## src/hdl/rmq_pkg.sv

```systemverilog
// Shared widths, types and codes of the matrix-to-quaternion pipeline.
`timescale 1ns / 1ps
package rmq_pkg;

  localparam int W = 16;              // word width
  localparam int F = 14;              // fraction bits
  localparam int ONE = 1 << F;
  localparam int D_W = W + 2;         // sums and differences of entries, trace
  localparam int RAD_W = W + 2;       // positive radicand, unsigned
  localparam int SQ_HALF = (W + F + 3) / 2;
  localparam int ROOT_W = ((SQ_HALF + 1) / 2) * 2;  // even, two root bits a stage
  localparam int SQ_W = 2 * ROOT_W;
  localparam int DIV_A = W + F + 2;
  localparam int DIV_B = ROOT_W + W + 1;
  localparam int DIV_W = (DIV_A > DIV_B) ? DIV_A : DIV_B;

  typedef logic signed [W-1:0] word_t;
  typedef logic signed [D_W-1:0] dw_t;

  // where the square-root component lands
  typedef enum logic [1:0] {
    POS_W,
    POS_X,
    POS_Y,
    POS_Z
  } pos_t;

  typedef struct packed {
    dw_t  d0;
    dw_t  d1;
    dw_t  d2;
    pos_t pos;
    logic deg;
  } side_t;

  typedef struct packed {
    logic [RAD_W-1:0] rad;
    side_t            side;
  } front_t;

  typedef struct packed {
    logic [ROOT_W-1:0] root;
    side_t             side;
  } root_t;

  typedef struct packed {
    logic [2:0][W-2:0] q;
    logic [2:0]        neg;
    logic [2:0]        over;
    logic [ROOT_W-1:0] root;
    pos_t              pos;
    logic              deg;
  } quo_t;

endpackage

```

## src/hdl/rmq_div.sv

```systemverilog
// Three-lane pipelined restoring divider, one quotient bit per stage.
`timescale 1ns / 1ps
module rmq_div import rmq_pkg::*; (
  input  logic  clk,
  input  logic  rst,
  input  logic  in_valid,
  output logic  in_ready,
  input  root_t in_data,
  output logic  out_valid,
  input  logic  out_ready,
  output quo_t  out_data
);

  // setup stage, then one stage per quotient bit below the overflow bit
  localparam int NS = W;

  typedef struct packed {
    logic [2:0][DIV_W-1:0] rem;
    logic [ROOT_W:0]       den;
    quo_t                  qo;
  } dv_st_t;

  dv_st_t        st [NS];
  dv_st_t        st_next [NS];
  logic [NS-1:0] v, go;

  always_comb begin
    go[NS-1] = !v[NS-1] || out_ready;
    for (int s = NS - 2; s >= 0; s--) go[s] = !v[s] || go[s+1];
  end
  assign in_ready = go[0];
  assign out_valid = v[NS-1];
  assign out_data = st[NS-1].qo;

  always_comb begin
    dv_st_t           cur;
    dw_t              d [3];
    dw_t              mag;
    logic [DIV_W-1:0] sh;
    d[0] = in_data.side.d0;
    d[1] = in_data.side.d1;
    d[2] = in_data.side.d2;
    for (int s = 0; s < NS; s++) begin
      if (s == 0) begin
        cur.den = {in_data.root, 1'b0};
        cur.qo.root = in_data.root;
        cur.qo.pos = in_data.side.pos;
        cur.qo.deg = in_data.side.deg;
        cur.qo.q = '0;
        // numerator |d| * 2^F plus half the divisor rounds to nearest
        sh = DIV_W'(cur.den) << (W - 1);
        for (int l = 0; l < 3; l++) begin
          cur.qo.neg[l] = d[l] < 0;
          mag = cur.qo.neg[l] ? -d[l] : d[l];
          cur.rem[l] = (DIV_W'(mag) << F) + DIV_W'(in_data.root);
          cur.qo.over[l] = cur.rem[l] >= sh;
        end
      end else begin
        cur = st[s-1];
        sh = DIV_W'(cur.den) << (W - 1 - s);
        for (int l = 0; l < 3; l++) begin
          if (cur.rem[l] >= sh) begin
            cur.rem[l] = cur.rem[l] - sh;
            cur.qo.q[l][W-1-s] = 1'b1;
          end
        end
      end
      st_next[s] = cur;
    end
  end

  always_ff @(posedge clk) begin
    if (rst) begin
      v <= '0;
    end else begin
      for (int s = 0; s < NS; s++) begin
        if (go[s]) v[s] <= (s == 0) ? in_valid : v[s-1];
      end
    end
  end

  always_ff @(posedge clk) begin
    for (int s = 0; s < NS; s++) begin
      if (go[s]) st[s] <= st_next[s];
    end
  end

endmodule

```

## config.mk

```make
export PLATFORM = sky130hd
export DESIGN_NAME = rmq_div
export DESIGN_NICKNAME = d
export VERILOG_FILES = /design/src/hdl/rmq_pkg.sv /design/src/hdl/rmq_div.sv
export SDC_FILE = /design/constraint.sdc
export NUM_CORES = 2
export LEC_CHECK = 0
export BUFFER_PORTS_ARGS = -buffer_cell sky130_fd_sc_hd__clkbuf_2
export CAP_MARGIN = 10
export CORE_MARGIN = 3
export CORE_UTILIZATION = 50
export DETAILED_ROUTE_END_ITERATION = 12
export GPL_TIMING_DRIVEN = 0
export PLACE_DENSITY_LB_ADDON = 0.1
export SYNTH_ARGS = -nofsm -noshare
export SYNTH_HDL_FRONTEND = slang
export SYNTH_SLANG_ARGS = --single-unit
```

## constraint.sdc

```tcl
create_clock -name clk -period 19.5 [get_ports clk]
set_input_delay 1.95 -clock clk [delete_from_list [all_inputs] [get_ports clk]]
set_output_delay 1.95 -clock clk [all_outputs]
set_load 0.02 [all_outputs]
```

==> impl_results.md <==
* Hold Vio Cnt, Final at 0
* Total number of vias at 74791
* Status: finished clean
* Prevailing post-synth register cell: edfxtp_1
* Initial antenna violation count at 8
* # resized after CTS at 0
* First-pass GRT wire length at 443000 µm
* Worst Path Required at 17.55 ns
* Max VDD drop at 0.1083 mV
* Number of I/O port buffers at 140
* Share of post-route cells with drive strength above 1 at 8.060%
* Max-Cap Viols at 0
* Starting density of the core at 50.59%
* Worst-path cell chain: clkbuf_2 > nor2b_1 > inv_4 > nor2_1 > and2_1 > clkbuf_1 > nand4_1 > nor2_1 > nand4_1 > nor2_1 > nand3_4 > buf_16 > clkbuf_2
* Post-DP HPWL at 237200 µm
* Largest net degree at the start of global routing at 106
* Min-Delay Path Class: reg -> reg
* Skew-Pair Late Insertion Delay at 0.89 ns
* Pins Over Slew Limit at 0
* Synth cell types at 100
* Final Setup Violations at 0
* Worst setup margin at 10.10 ns
* CP dominant cell by count: nor2_1
* Power Dens Cells at 158.1 mW/mm²
* Top cell type's share of synthesized area at 52.05%
* Register area share after synthesis at 52.35%
* Layout Nets at 10803
* Total Power at 18.75 mW
* Number of global-route vias before repair at 72349
* Period utilisation layout at 48.18%
* TritonCTS clock tree: yes
* Dpl ws at 10.05 ns
* CP max FO at 67
* Area Growth Syn to Fin at 11.13%
* GR Overflow Total at 0
* Fin Clk Skew at 0.09109 ns
* P_leak at 46.36 nW
* Synth warn at 0
* Cells after synthesis at 9555
* Clock transition at path regs at 0.06 ns
* Chip Width at 467.9 µm
* Worst Tran Pin Value at 1.244 ns
* CP Capture Type: output pin
* Global Route met1 Usage at 34.04%
* Crit path max-delay cell type: nand4_1
* Final routed DRC violation total at 0
* Post-Syn Nets at 10427
* Top delay family on crit path: simple AND/OR/NAND/NOR gates
* Met3 track demand over resource at 2.961%
* Via/cell ratio at 5.793
* Post-Syn Area at 0.1067 mm²
* Crit path time final at 9.395 ns
* TritonRoute pass-1 iters at 6
* Synthesized area per cell at 11.16 µm²
* Yosys reg bits at 1865
* Slew headroom at 16.31%
* Total negative slack at 0 ns
* Worst Path Arrival at 7.45 ns
* Post-route ant nets at 0
* Hold buffers post-CTS at 0
* Chip height at 467.9 µm
* Boundary pin count at 149
* Drt first-iter violations at 5709
* Detailed Route WL at 296700 µm
* Core Area at 0.2108 mm²
* Routability cong. at 0.9677
* CTS H-tree lvls at 4
* Asr flop ratio synth at 0%
* Unrepaired setup endpoints after global routing: no
* Clock root buffer master: clkbuf_16
* Worst path bufs/invs at 5
* Total clock sinks at 1865
* CP Launch Type: input pin
* EDFF count, synth at 1849
* Met2 Use GR at 46.02%
* CP peak stage delay at 0.88 ns
* Tot GR Track Use at 26.73%
* Die ar. at 0.2189 mm²
* Yosys top cell by area: edfxtp_1
* Maximum clock frequency at 106.4 MHz
* Row cnt at 168
* Most used routing layer in global routing: met2
* Wire length per cell at 22.98 µm
* Post-CTS Setup Bufs at 0
* Total CTS buffers at 198
* Clk buf depth at 3
* Synth area leaders: edfxtp_1 (52%), ha_1 (8.8%), xnor2_1 (3.9%)
* Crit Path Class: in -> out
[worst paths after layout]
kind | startpoint | to | slack, ns | depth (start not counted)
max | out_ready | in_ready | 10.10 | 13
min | st[1][422]$_DFFE_PP_ | st[1][608]$_DFFE_PP_ | 0.38 | 0
max reg2reg | v[15]$_SDFFE_PP0P_ | st[0][141]$_DFFE_PP_ | 13.61 | 11
min reg2reg | st[1][422]$_DFFE_PP_ | st[1][608]$_DFFE_PP_ | 0.38 | 0
[power by group]
part | switching [mW] | leakage (nW) | internal [mW]
registers | 1.05 | 19.1 | 6.32
logic | 4.33 | 24.0 | 3.20
clock network | 1.63 | 3.25 | 2.21
[state kept, by name, summed over array words and instances, names as in the netlist]
signal  flops
v          16
st       1849
[area by class of cell]
type | count | area [µm²]
fillers | 17688 | 92290
plain buffers | 242 | 1211
diodes | 6 | 15.01
flip-flops and latches | 1865 | 55840
inverters | 497 | 1893
multi-input cells | 6951 | 47850
clock buffers | 236 | 5171
well taps | 2805 | 3510
repair buffers | 176 | 1434
clock inverters | 132 | 1612
[layout by cell type (no fill, tap or decap), types with 44 or more instances in the layout]
| master | netlist | final |
|---|---|---|
| a211oi_1 | 53 | 53 |
| a21o_1 | 253 | 253 |
| a21oi_1 | 658 | 658 |
| a31oi_1 | 63 | 63 |
| and3_1 | 57 | 57 |
| buf_4 | 72 | 74 |
| clkbuf_1 | 145 | 179 |
| clkbuf_16 | 0 | 201 |
| clkbuf_2 | 0 | 141 |
| edfxtp_1 | 1849 | 1849 |
| fa_1 | 45 | 45 |
| ha_1 | 750 | 750 |
| inv_1 | 494 | 488 |
| mux2_2 | 123 | 123 |
| nand2_1 | 785 | 780 |
| nand2b_1 | 150 | 150 |
| nand3_1 | 154 | 151 |
| nand4_1 | 105 | 105 |
| nor2_1 | 735 | 735 |
| nor2b_1 | 133 | 133 |
| nor3_1 | 238 | 237 |
| nor4_1 | 139 | 136 |
| o21a_1 | 119 | 119 |
| o21ai_0 | 644 | 644 |
| o21bai_1 | 44 | 44 |
| o31ai_1 | 83 | 83 |
| or3_1 | 94 | 94 |
| xnor2_1 | 469 | 469 |
| xor2_1 | 427 | 427 |
[Yosys cell counts (15+ instances only)]
| cell | count |
|---|---|
| or2_2 | 40 |
| nor4b_1 | 17 |
| nand3b_1 | 37 |
| nor2b_1 | 133 |
| a21o_1 | 253 |
| o21a_1 | 119 |
| a2111oi_0 | 17 |
| mux2i_1 | 23 |
| o31a_1 | 28 |
| nand4_1 | 105 |
| ha_1 | 750 |
| o31ai_1 | 83 |
| nor3_1 | 238 |
| inv_1 | 494 |
| or3_1 | 94 |
| o21ai_0 | 644 |
| or4_1 | 40 |
| and3_1 | 57 |
| clkbuf_1 | 145 |
| mux2_2 | 123 |
| o21bai_1 | 44 |
| a211o_1 | 30 |
| nor3b_1 | 29 |
| a21oi_1 | 658 |
| and4_1 | 22 |
| xnor2_1 | 469 |
| a31oi_1 | 63 |
| nand2b_1 | 150 |
| nand2_1 | 785 |
| nor2_1 | 735 |
| edfxtp_1 | 1849 |
| o22ai_1 | 15 |
| and2_1 | 39 |
| a21boi_0 | 33 |
| o211ai_1 | 32 |
| o41ai_1 | 20 |
| fa_1 | 45 |
| buf_4 | 72 |
| dfxtp_1 | 16 |
| a211oi_1 | 53 |
| nor4_1 | 139 |
| nand3_1 | 154 |
| xor2_1 | 427 |
[metrics by stage]
stage	instances	util, %	cell area, µm²	hold slack, ns
floorplan	9555	-	106700	0.4003
global route	12905	56.22	118500	0.3838
CTS	12903	56.22	118500	0.3832
detailed placement	12535	53.00	111700	0.4045
global placement	12500	52.59	110900	0.4004
finish	12910	56.23	118500	0.3816
[metal layers]
metal  part of all wire [%]  vias to the layer above
li1                       -                    36218
met1                     42                    36032
met2                     49                     1992
met3                    4.3                      547
met4                    5.1                        2
met5                 0.0044                        -
[worst register-to-register path: stages, from the launching register on]
cell and delay, ns:
dfxtp_1 0.32, nor2b_1 0.45, inv_4 0.25, nor2_1 0.37
and2_1 0.18, clkbuf_1 0.41, nand4_1 0.39, nor2_1 0.70
nand4_1 0.88, nor2_1 0.87, nand3_4 0.35, buf_16 0.33
[cell families (layout without fill, tap and decap cells)]
family	count (synthesis)	in the layout	share of synthesized area, %
AO/OA/AOI/OAI	2243	2243	13.06
XOR/XNOR	896	896	7.357
adder cells (fa/ha/maj)	795	795	9.642
buffers and inverters	739	1283	2.884
flip-flops	1865	1865	52.35
multiplexers	146	146	1.514
other	0	6	0
AND/OR/NAND/NOR	2871	2871	13.19
Note: power is estimated with default switching activity, not from simulation.
