<file path="config.mk">
export PLATFORM = sky130hd
export DESIGN_NAME = rmq_sqrt
export DESIGN_NICKNAME = d
export VERILOG_FILES = /design/src/hdl/rmq_pkg.sv /design/src/hdl/rmq_sqrt.sv
export SDC_FILE = /design/constraint.sdc
export NUM_CORES = 1
export LEC_CHECK = 0
export BUFFER_PORTS_ARGS = -buffer_cell sky130_fd_sc_hd__buf_2
export CORE_AREA = 2 2 277 279
export CTS_CLUSTER_SIZE = 20
export DETAILED_ROUTE_END_ITERATION = 6
export DIE_AREA = 0 0 279 281
export PLACE_DENSITY_LB_ADDON = 0.1
export SLEW_MARGIN = 25
export SYNTH_ARGS = -nofsm -noshare
export SYNTH_HDL_FRONTEND = slang
export SYNTH_SLANG_ARGS = --single-unit
</file>
<file path="constraint.sdc">
create_clock -name clk -period 8.6 [get_ports clk]
set_clock_uncertainty 0.2 [all_clocks]
set_input_delay 1.72 -clock clk [delete_from_list [all_inputs] [get_ports clk]]
set_output_delay 1.72 -clock clk [all_outputs]
set_load 0.02 [all_outputs]
</file>
<file path="src/hdl/rmq_pkg.sv">
// Shared widths, types and codes of the matrix-to-quaternion pipeline.
`timescale 1ns / 1ps
package rmq_pkg;

  localparam int W = 16;              // word width
  localparam int F = 14;              // fraction bits
  localparam int ONE = 1 << F;
  localparam int D_W = W + 2;         // sums and differences of entries, trace
  localparam int RAD_W = W + 2;       // positive radicand, unsigned
  localparam int SQ_HALF = (W + F + 3) / 2;
  localparam int ROOT_W = ((SQ_HALF + 1) / 2) * 2;  // even, two root bits a stage
  localparam int SQ_W = 2 * ROOT_W;
  localparam int DIV_A = W + F + 2;
  localparam int DIV_B = ROOT_W + W + 1;
  localparam int DIV_W = (DIV_A > DIV_B) ? DIV_A : DIV_B;

  typedef logic signed [W-1:0] word_t;
  typedef logic signed [D_W-1:0] dw_t;

  // where the square-root component lands
  typedef enum logic [1:0] {
    POS_W,
    POS_X,
    POS_Y,
    POS_Z
  } pos_t;

  typedef struct packed {
    dw_t  d0;
    dw_t  d1;
    dw_t  d2;
    pos_t pos;
    logic deg;
  } side_t;

  typedef struct packed {
    logic [RAD_W-1:0] rad;
    side_t            side;
  } front_t;

  typedef struct packed {
    logic [ROOT_W-1:0] root;
    side_t             side;
  } root_t;

  typedef struct packed {
    logic [2:0][W-2:0] q;
    logic [2:0]        neg;
    logic [2:0]        over;
    logic [ROOT_W-1:0] root;
    pos_t              pos;
    logic              deg;
  } quo_t;

endpackage

</file>
<file path="src/hdl/rmq_sqrt.sv">
// Pipelined integer square root of rad * 2^F, two root bits per stage.
`timescale 1ns / 1ps
module rmq_sqrt import rmq_pkg::*; (
  input  logic   clk,
  input  logic   rst,
  input  logic   in_valid,
  output logic   in_ready,
  input  front_t in_data,
  output logic   out_valid,
  input  logic   out_ready,
  output root_t  out_data
);

  localparam int NS = ROOT_W / 2;
  localparam int RW = ROOT_W + 3;

  typedef struct packed {
    logic [RW-1:0]     rem;
    logic [ROOT_W-1:0] root;
    logic [SQ_W-1:0]   n;
    side_t             side;
  } sq_st_t;

  sq_st_t        st [NS];
  sq_st_t        st_next [NS];
  logic [NS-1:0] v, go;

  always_comb begin
    go[NS-1] = !v[NS-1] || out_ready;
    for (int s = NS - 2; s >= 0; s--) go[s] = !v[s] || go[s+1];
  end
  assign in_ready = go[0];
  assign out_valid = v[NS-1];
  assign out_data.root = st[NS-1].root;
  assign out_data.side = st[NS-1].side;

  always_comb begin
    sq_st_t        cur;
    logic [RW-1:0] remx, trial;
    for (int s = 0; s < NS; s++) begin
      if (s == 0) begin
        cur.rem = '0;
        cur.root = '0;
        cur.n = SQ_W'(in_data.rad) << F;
        cur.side = in_data.side;
      end else begin
        cur = st[s-1];
      end
      for (int t = 0; t < 2; t++) begin
        remx = {cur.rem[RW-3:0], cur.n[SQ_W-1 -: 2]};
        trial = {1'b0, cur.root, 2'b01};
        cur.n = cur.n << 2;
        if (remx >= trial) begin
          cur.rem = remx - trial;
          cur.root = {cur.root[ROOT_W-2:0], 1'b1};
        end else begin
          cur.rem = remx;
          cur.root = {cur.root[ROOT_W-2:0], 1'b0};
        end
      end
      st_next[s] = cur;
    end
  end

  always_ff @(posedge clk) begin
    if (rst) begin
      v <= '0;
    end else begin
      for (int s = 0; s < NS; s++) begin
        if (go[s]) v[s] <= (s == 0) ? in_valid : v[s-1];
      end
    end
  end

  always_ff @(posedge clk) begin
    for (int s = 0; s < NS; s++) begin
      if (go[s]) st[s] <= st_next[s];
    end
  end

endmodule

</file>
==> summary.txt, run 1 <==
Run status
  • Status: finished, final reports clean

Die
  • Die Y: 281 um
  • Io pins: 154
  • Initial core utilization: 39.59%
  • Site Rows: 101
  • Die area: 78,400 um^2
  • Die X-Extent: 279 um
  • Core area: 75,440 um^2

Finish
  • Fillers: 6,727
  • Net count, final: 2,446
  • Util after Layout: 44.76%
  • Share of layout cells above drive strength 1: 15.87%
  • Final Cell Area: 33,770 um^2
  • Area Overhead vs Synth: 13.04%
  • Fin cells: 3,266
  • N_diodes: 0

Drt
  • Final WL: 58,710 um
  • Drt first pass iters: 5
  • DR vias: 16,580
  • First DRT Iteration DRCs: 910
  • Vias/cell: 5.077
  • DR DRC count: 0
  • Routed len/inst: 17.98 um
  • Detail Route Antenna Nets: 0

Clock tree
  • Clock transition at path regs: 0.06 ns
  • Hold-fix buffers, CTS: 0
  • Post-CTS Setup Inserts: 0
  • Clock root buffer: clkbuf_16
  • H-tree depth: 3
  • Post-CTS sizing: 0
  • CTS sink count: 677
  • CTS buffer count: 74
  • Skew-Pair Late Insertion Delay: 0.62 ns
  • Clock Tree Buf Depth: 3
  • CTS tree: built

Place
  • Port Buffers: 153
  • DP Area: 31,280 um^2
  • Number of instances in the placed design: 3,130
  • RD Place Congestion: 0.8577
  • Hpwl dp: 41,880 um
  • Place WS: 1.301 ns

STA
  • Final Critical Period: 7.202 ns
  • Hold WS: 0.1881 ns
  • Slew Limit Fails: 0
  • Final period utilization: 83.74%
  • RSZ-0062 raised after global routing: no
  • TNS Setup: 0 ns
  • Setup violations, final: 0
  • Relative slew margins: 35.18%
  • Worst setup margin: 1.398 ns
  • Tightest Pin Transition: 0.9723 ns
  • Max Fclk: 0.1389 GHz
  • Final Hold Vio Count: 0

Global route
  • Remaining Overflow, GRT: 0
  • Global-route wire length before repair: 91,390 um
  • Largest net degree at the start of global routing: 72
  • Antenna violations before repair: 5
  • GRT Total Usage: 14.91%
  • Vias in the first global route: 16,770

Yosys
  • Post-synthesis cell area: 29,870 um^2
  • Number of synthesized flops with an enable pin: 669
  • Synth top area share: 67.25%
  • Warnings from Yosys: 0
  • Top cells by count, synth: 669 x edfxtp_1, 150 x nor2_1, 133 x ha_1
  • Post-Synthesis Cells: 2,089
  • Synth top area cells: edfxtp_1 67%, ha_1 5.6%, xnor2_1 2.2%
  • Area leader, netlist: edfxtp_1
  • FFs w/ async S/R, synth: 0%
  • Most frequent cell after synthesis: edfxtp_1
  • Seq/Total Area, Yosys: 67.79%
  • Number of synthesized register bits: 677
  • Syn_area_per_cell: 14.30 um^2
  • Distinct cells, synth: 85
  • Main flop type after synthesis: edfxtp_1

Critical path
  • CP top delay family: compound AO/OA/AOI/OAI gates
  • Critical Path AT: 7.34 ns
  • Worst path cell trace: inv_1 -> ha_1 -> a211o_1 -> a211o_1 -> a2111oi_1 -> nor3_1 -> nor2_1 -> mux2_2 -> fa_1 -> a21o_1 -> a21oi_1 -> nor2b_1 -> o41ai_1 -> o21ai_0 -> o41ai_1 -> and4bb_2 -> nand3_1 -> mux2_2
  • CP Data Required Time: 8.74 ns
  • Worst Setup End Kind: register
  • Slowest cell delay on critical path: 0.69 ns
  • Critical path class: reg2reg
  • Critical path launch point type: register
  • Crit-path max FO: 15
  • Slowest-stage cell, CP: a2111oi_1
  • Worst path bufs/invs: 1

Power and ir drop
  • Leak: 13.27 nW
  • Power Density: 287.0 nW/um^2
  • Total power: 9.692 mW
  • Worst vdd ir: 159.2 uV

Run
  • Total of max-cap violations: 0

Hold path
  • Worst hold path class: reg2reg
## cell families after synthesis
kind of cell | share of synthesized area, %
buffers and inverters | 4.084
XOR/XNOR | 3.577
AND/OR/NAND/NOR | 8.436
other | 0.01255
adder cells (fa/ha/maj) | 5.973
flip-flops | 67.79
AO/OA/AOI/OAI | 8.671
multiplexers | 1.458
## placed cells by master, fill, tap and decap left out, drive strengths merged, types with 33 or more instances in the layout
cell type,instances
xor2,48
xnor2,74
a21o,33
inv,127
edfxtp,669
o21ai,89
buf,166
nor2,150
nand3,36
nor3,42
ha,133
a21oi,112
clkbuf,95
nand2,93
## sequential cells by signal, summed over array words and instances, names as in the netlist
register and count:
st 669, v 8
## report_power, final
part / total (mW) / switching (mW) / leakage, nW / internal [mW]
Clock: 3.16 / 1.30 / 1.18 / 1.86
Sequential: 4.30 / 0.241 / 6.98 / 4.06
Combinational: 2.23 / 1.27 / 5.11 / 0.966
Total: 9.69 / 2.80 / 13.3 / 6.89
## final cells by class
| type | count | area, um^2 | share of cell area (%) |
|---|---|---|---|
| clock inverter | 41 | 514.2 | 1.523 |
| tap | 978 | 1224 | 3.624 |
| multi-input combinational | 1180 | 8446 | 25.01 |
| sequential | 677 | 20250 | 59.97 |
| timing repair buffer | 166 | 863.3 | 2.557 |
| inverter | 129 | 500.5 | 1.482 |
| clock buffer | 95 | 1971 | 5.836 |
## worst paths after layout
path / from / end / slack [ns] / depth (start not counted)
worst max-delay path: st[1][206]$_DFFE_PP_ / st[1][352]$_DFFE_PP_ / 1.40 / 18
worst min-delay path: st[1][269]$_DFFE_PP_ / st[1][389]$_DFFE_PP_ / 0.19 / 0
worst max register to register: st[1][206]$_DFFE_PP_ / st[1][352]$_DFFE_PP_ / 1.40 / 18
worst min register to register: st[1][269]$_DFFE_PP_ / st[1][389]$_DFFE_PP_ / 0.19 / 0
## per-layer routing
| metal | GRT usage [%] | up-vias | share of wire, % | wire, um |
|---|---|---|---|---|
| met5 | 0 | - | 0.032 | 19 |
| met4 | 5.886 | 2 | 3.0 | 1758 |
| met3 | 2.793 | 117 | 4.5 | 2663 |
| met2 | 25.95 | 333 | 50 | 29260 |
| met1 | 18.33 | 8031 | 43 | 25000 |
| li1 | - | 8098 | - | - |
No activity file was read; power rests on OpenSTA's default activity.
==> inputs of run 2 (changes only) <==
clock period = 6 ns   (was 8.6 ns; I/O delays follow)
==> run 2 against run 1 <==
  * Flip-flop and latch count stayed put
  * Via count is 0.44% higher
  * Power grew 47%
  * Sequential share of layout area down 0.71 points
  * Die area unchanged
  * Routed wire length is essentially flat
  * Count of clock-buffer cells in the layout fell by 11
  * Register-to-register slack lost 1.1 ns
  * First-iteration DRC count rose by 7.9%
  * Largest cell class unchanged
  * Highest routed layer unchanged
==> summary.txt, run 2 (synthesis results as in run 1) <==
Drt
  • DR DRC count: 0
  • Drt first pass iters: 7
  • Detail Route Antenna Nets: 0
  • Routed len/inst: 17.88 um
  • DR vias: 16,650
  • First DRT Iteration DRCs: 982
  • Final WL: 58,760 um
  • Vias/cell: 5.067

Place
  • Port Buffers: 153
  • Hpwl dp: 42,140 um
  • Number of instances in the placed design: 3,147
  • RD Place Congestion: 0.8769
  • Place WS: -0.2753 ns

Finish
  • Fin cells: 3,287
  • Seq. cell area: 20,250 um^2
  • Area Overhead vs Synth: 14.40%
  • Multi-input logic area: 8501 um^2
  • Max FFs per register: 669
  • Top flop regs: st x669, v x8
  • Largest reg by FF count: st
  • Fillers: 6,648
  • Commonest non-fill, non-tap cell in the layout: edfxtp_1
  • Net count, final: 2,467
  • Share of layout cells above drive strength 1: 17.30%
  • Most frequent cells in the layout: 669 x edfxtp_1, 153 x buf_2, 148 x nor2_1
  • Util after Layout: 45.30%

Global route
  • M1 GR Usage: 18.28%
  • Antenna violations before repair: 3
  • Remaining Overflow, GRT: 0
  • GR Util met2: 26.73%
  • GRT met3 Usage: 2.594%
  • Global-route wire length before repair: 92,490 um
  • Vias in the first global route: 17,050
  • Largest net degree at the start of global routing: 73
  • Busiest grt layer: met2
  • GRT Total Usage: 15.01%

STA
  • Final Hold Vio Count: 0
  • Max Fclk: 0.1740 GHz
  • Tightest Pin Transition: 0.9874 ns
  • TNS Setup: 0 ns
  • Hold WS: 0.2057 ns
  • Final period utilization: 95.78%
  • Setup violations, final: 0
  • Slew Limit Fails: 0
  • Relative slew margins: 34.18%
  • Final Critical Period: 5.747 ns
  • Worst setup margin: 0.2535 ns

Clock tree
  • Skew-Pair Late Insertion Delay: 0.62 ns
  • CTS tree: built
  • CTS buffer count: 76
  • Clock Tree Buf Depth: 3
  • CTS sink count: 677
  • H-tree depth: 3
  • Clock root buffer: clkbuf_16
  • Clock transition at path regs: 0.06 ns

Critical path
  • Critical path class: reg2reg
  • Critical Path AT: 5.89 ns
  • Critical path launch point type: register
  • Crit-path max FO: 15
  • CP Data Required Time: 6.14 ns
  • Worst Setup End Kind: register

Power and ir drop
  • Worst vdd ir: 239.0 uV
  • Power Density: 417.7 nW/um^2
  • Leak: 13.49 nW

Run status
  • Status: finished, final reports clean

Die
  • Die area: 78,400 um^2
  • Site Rows: 101
  • Die Y: 281 um
  • Die X-Extent: 279 um
  • Initial core utilization: 39.59%
  • Io pins: 154
  • Core area: 75,440 um^2

Run
  • Total of max-cap violations: 0

Hold path
  • Worst hold path class: reg2reg
[run 2: changes by cell type in the layout (fill, tap and decap cells not counted), sizes merged]
cell,previous run,this run
buf,166,185
bufinv,7,12
clkbuf,95,84
clkinv,29,41
clkinvlp,7,2
diode,0,2
inv,127,126
[run 2: final cells by class]
class | instances | area share, %
inverter | 129 | 1.465
tap | 978 | 3.581
clock buffer | 84 | 5.653
timing repair buffer | 185 | 3.017
sequential | 677 | 59.26
clock inverter | 52 | 2.138
antenna | 2 | 0.01465
multi-input combinational | 1180 | 24.88
[run 2: metrics by stage]
| stage | area (um^2) | power [mW] |
|---|---|---|
| after CTS | 34120 | 14.41 |
| after floorplan | 29890 | 8.677 |
| after detailed placement | 31440 | 9.505 |
| after global placement | 31440 | 9.446 |
| final | 34170 | 14.27 |
| after global routing | 34170 | 15.07 |
[run 2: worst max-delay path, cell delays in order, from the launching register on]
cell and delay, ns:
edfxtp_1 0.44, ha_1 0.33, a211o_1 0.34, a211o_1 0.32, a2111oi_4 0.34, nor3_1 0.13, nor2_2 0.24, mux2_2 0.41
fa_1 0.44, a21o_1 0.19, a21oi_2 0.17, nor2b_1 0.09, o41ai_2 0.40, o21ai_1 0.15, o41ai_2 0.36, and4bb_2 0.31
nand3_1 0.13, buf_12 0.21, mux2_2 0.28
[run 2: per-layer routing]
layer,part of all wire [%],wire [um]
met5,0.024,14
met4,2.5,1479
met3,3.9,2265
met2,51,29720
met1,43,25290
[run 2: final timing paths]
| kind | start | to | slack [ns] | depth (start not counted) |
|---|---|---|---|---|
| max | st[1][222]$_DFFE_PP_ | st[1][353]$_DFFE_PP_ | 0.25 | 18 |
| min | st[1][147]$_DFFE_PP_ | st[1][267]$_DFFE_PP_ | 0.21 | 0 |
| max reg2reg | st[1][222]$_DFFE_PP_ | st[1][353]$_DFFE_PP_ | 0.25 | 18 |
| min reg2reg | st[1][147]$_DFFE_PP_ | st[1][267]$_DFFE_PP_ | 0.21 | 0 |
[run 2: power by group]
group / switching [mW] / internal (mW) / total [mW]
logic: 1.87 / 1.43 / 3.31
clock network: 1.92 / 2.89 / 4.81
registers: 0.341 / 5.82 / 6.16
total: 4.13 / 10.1 / 14.3
[run 2: what timing repair did]
item | CTS | global route
gates resized for setup | 3 | 8
pin swaps | 0 | 4
setup endpoints to repair | 15 | 28
hold buffers | 0 | 0
setup buffers | 0 | 2
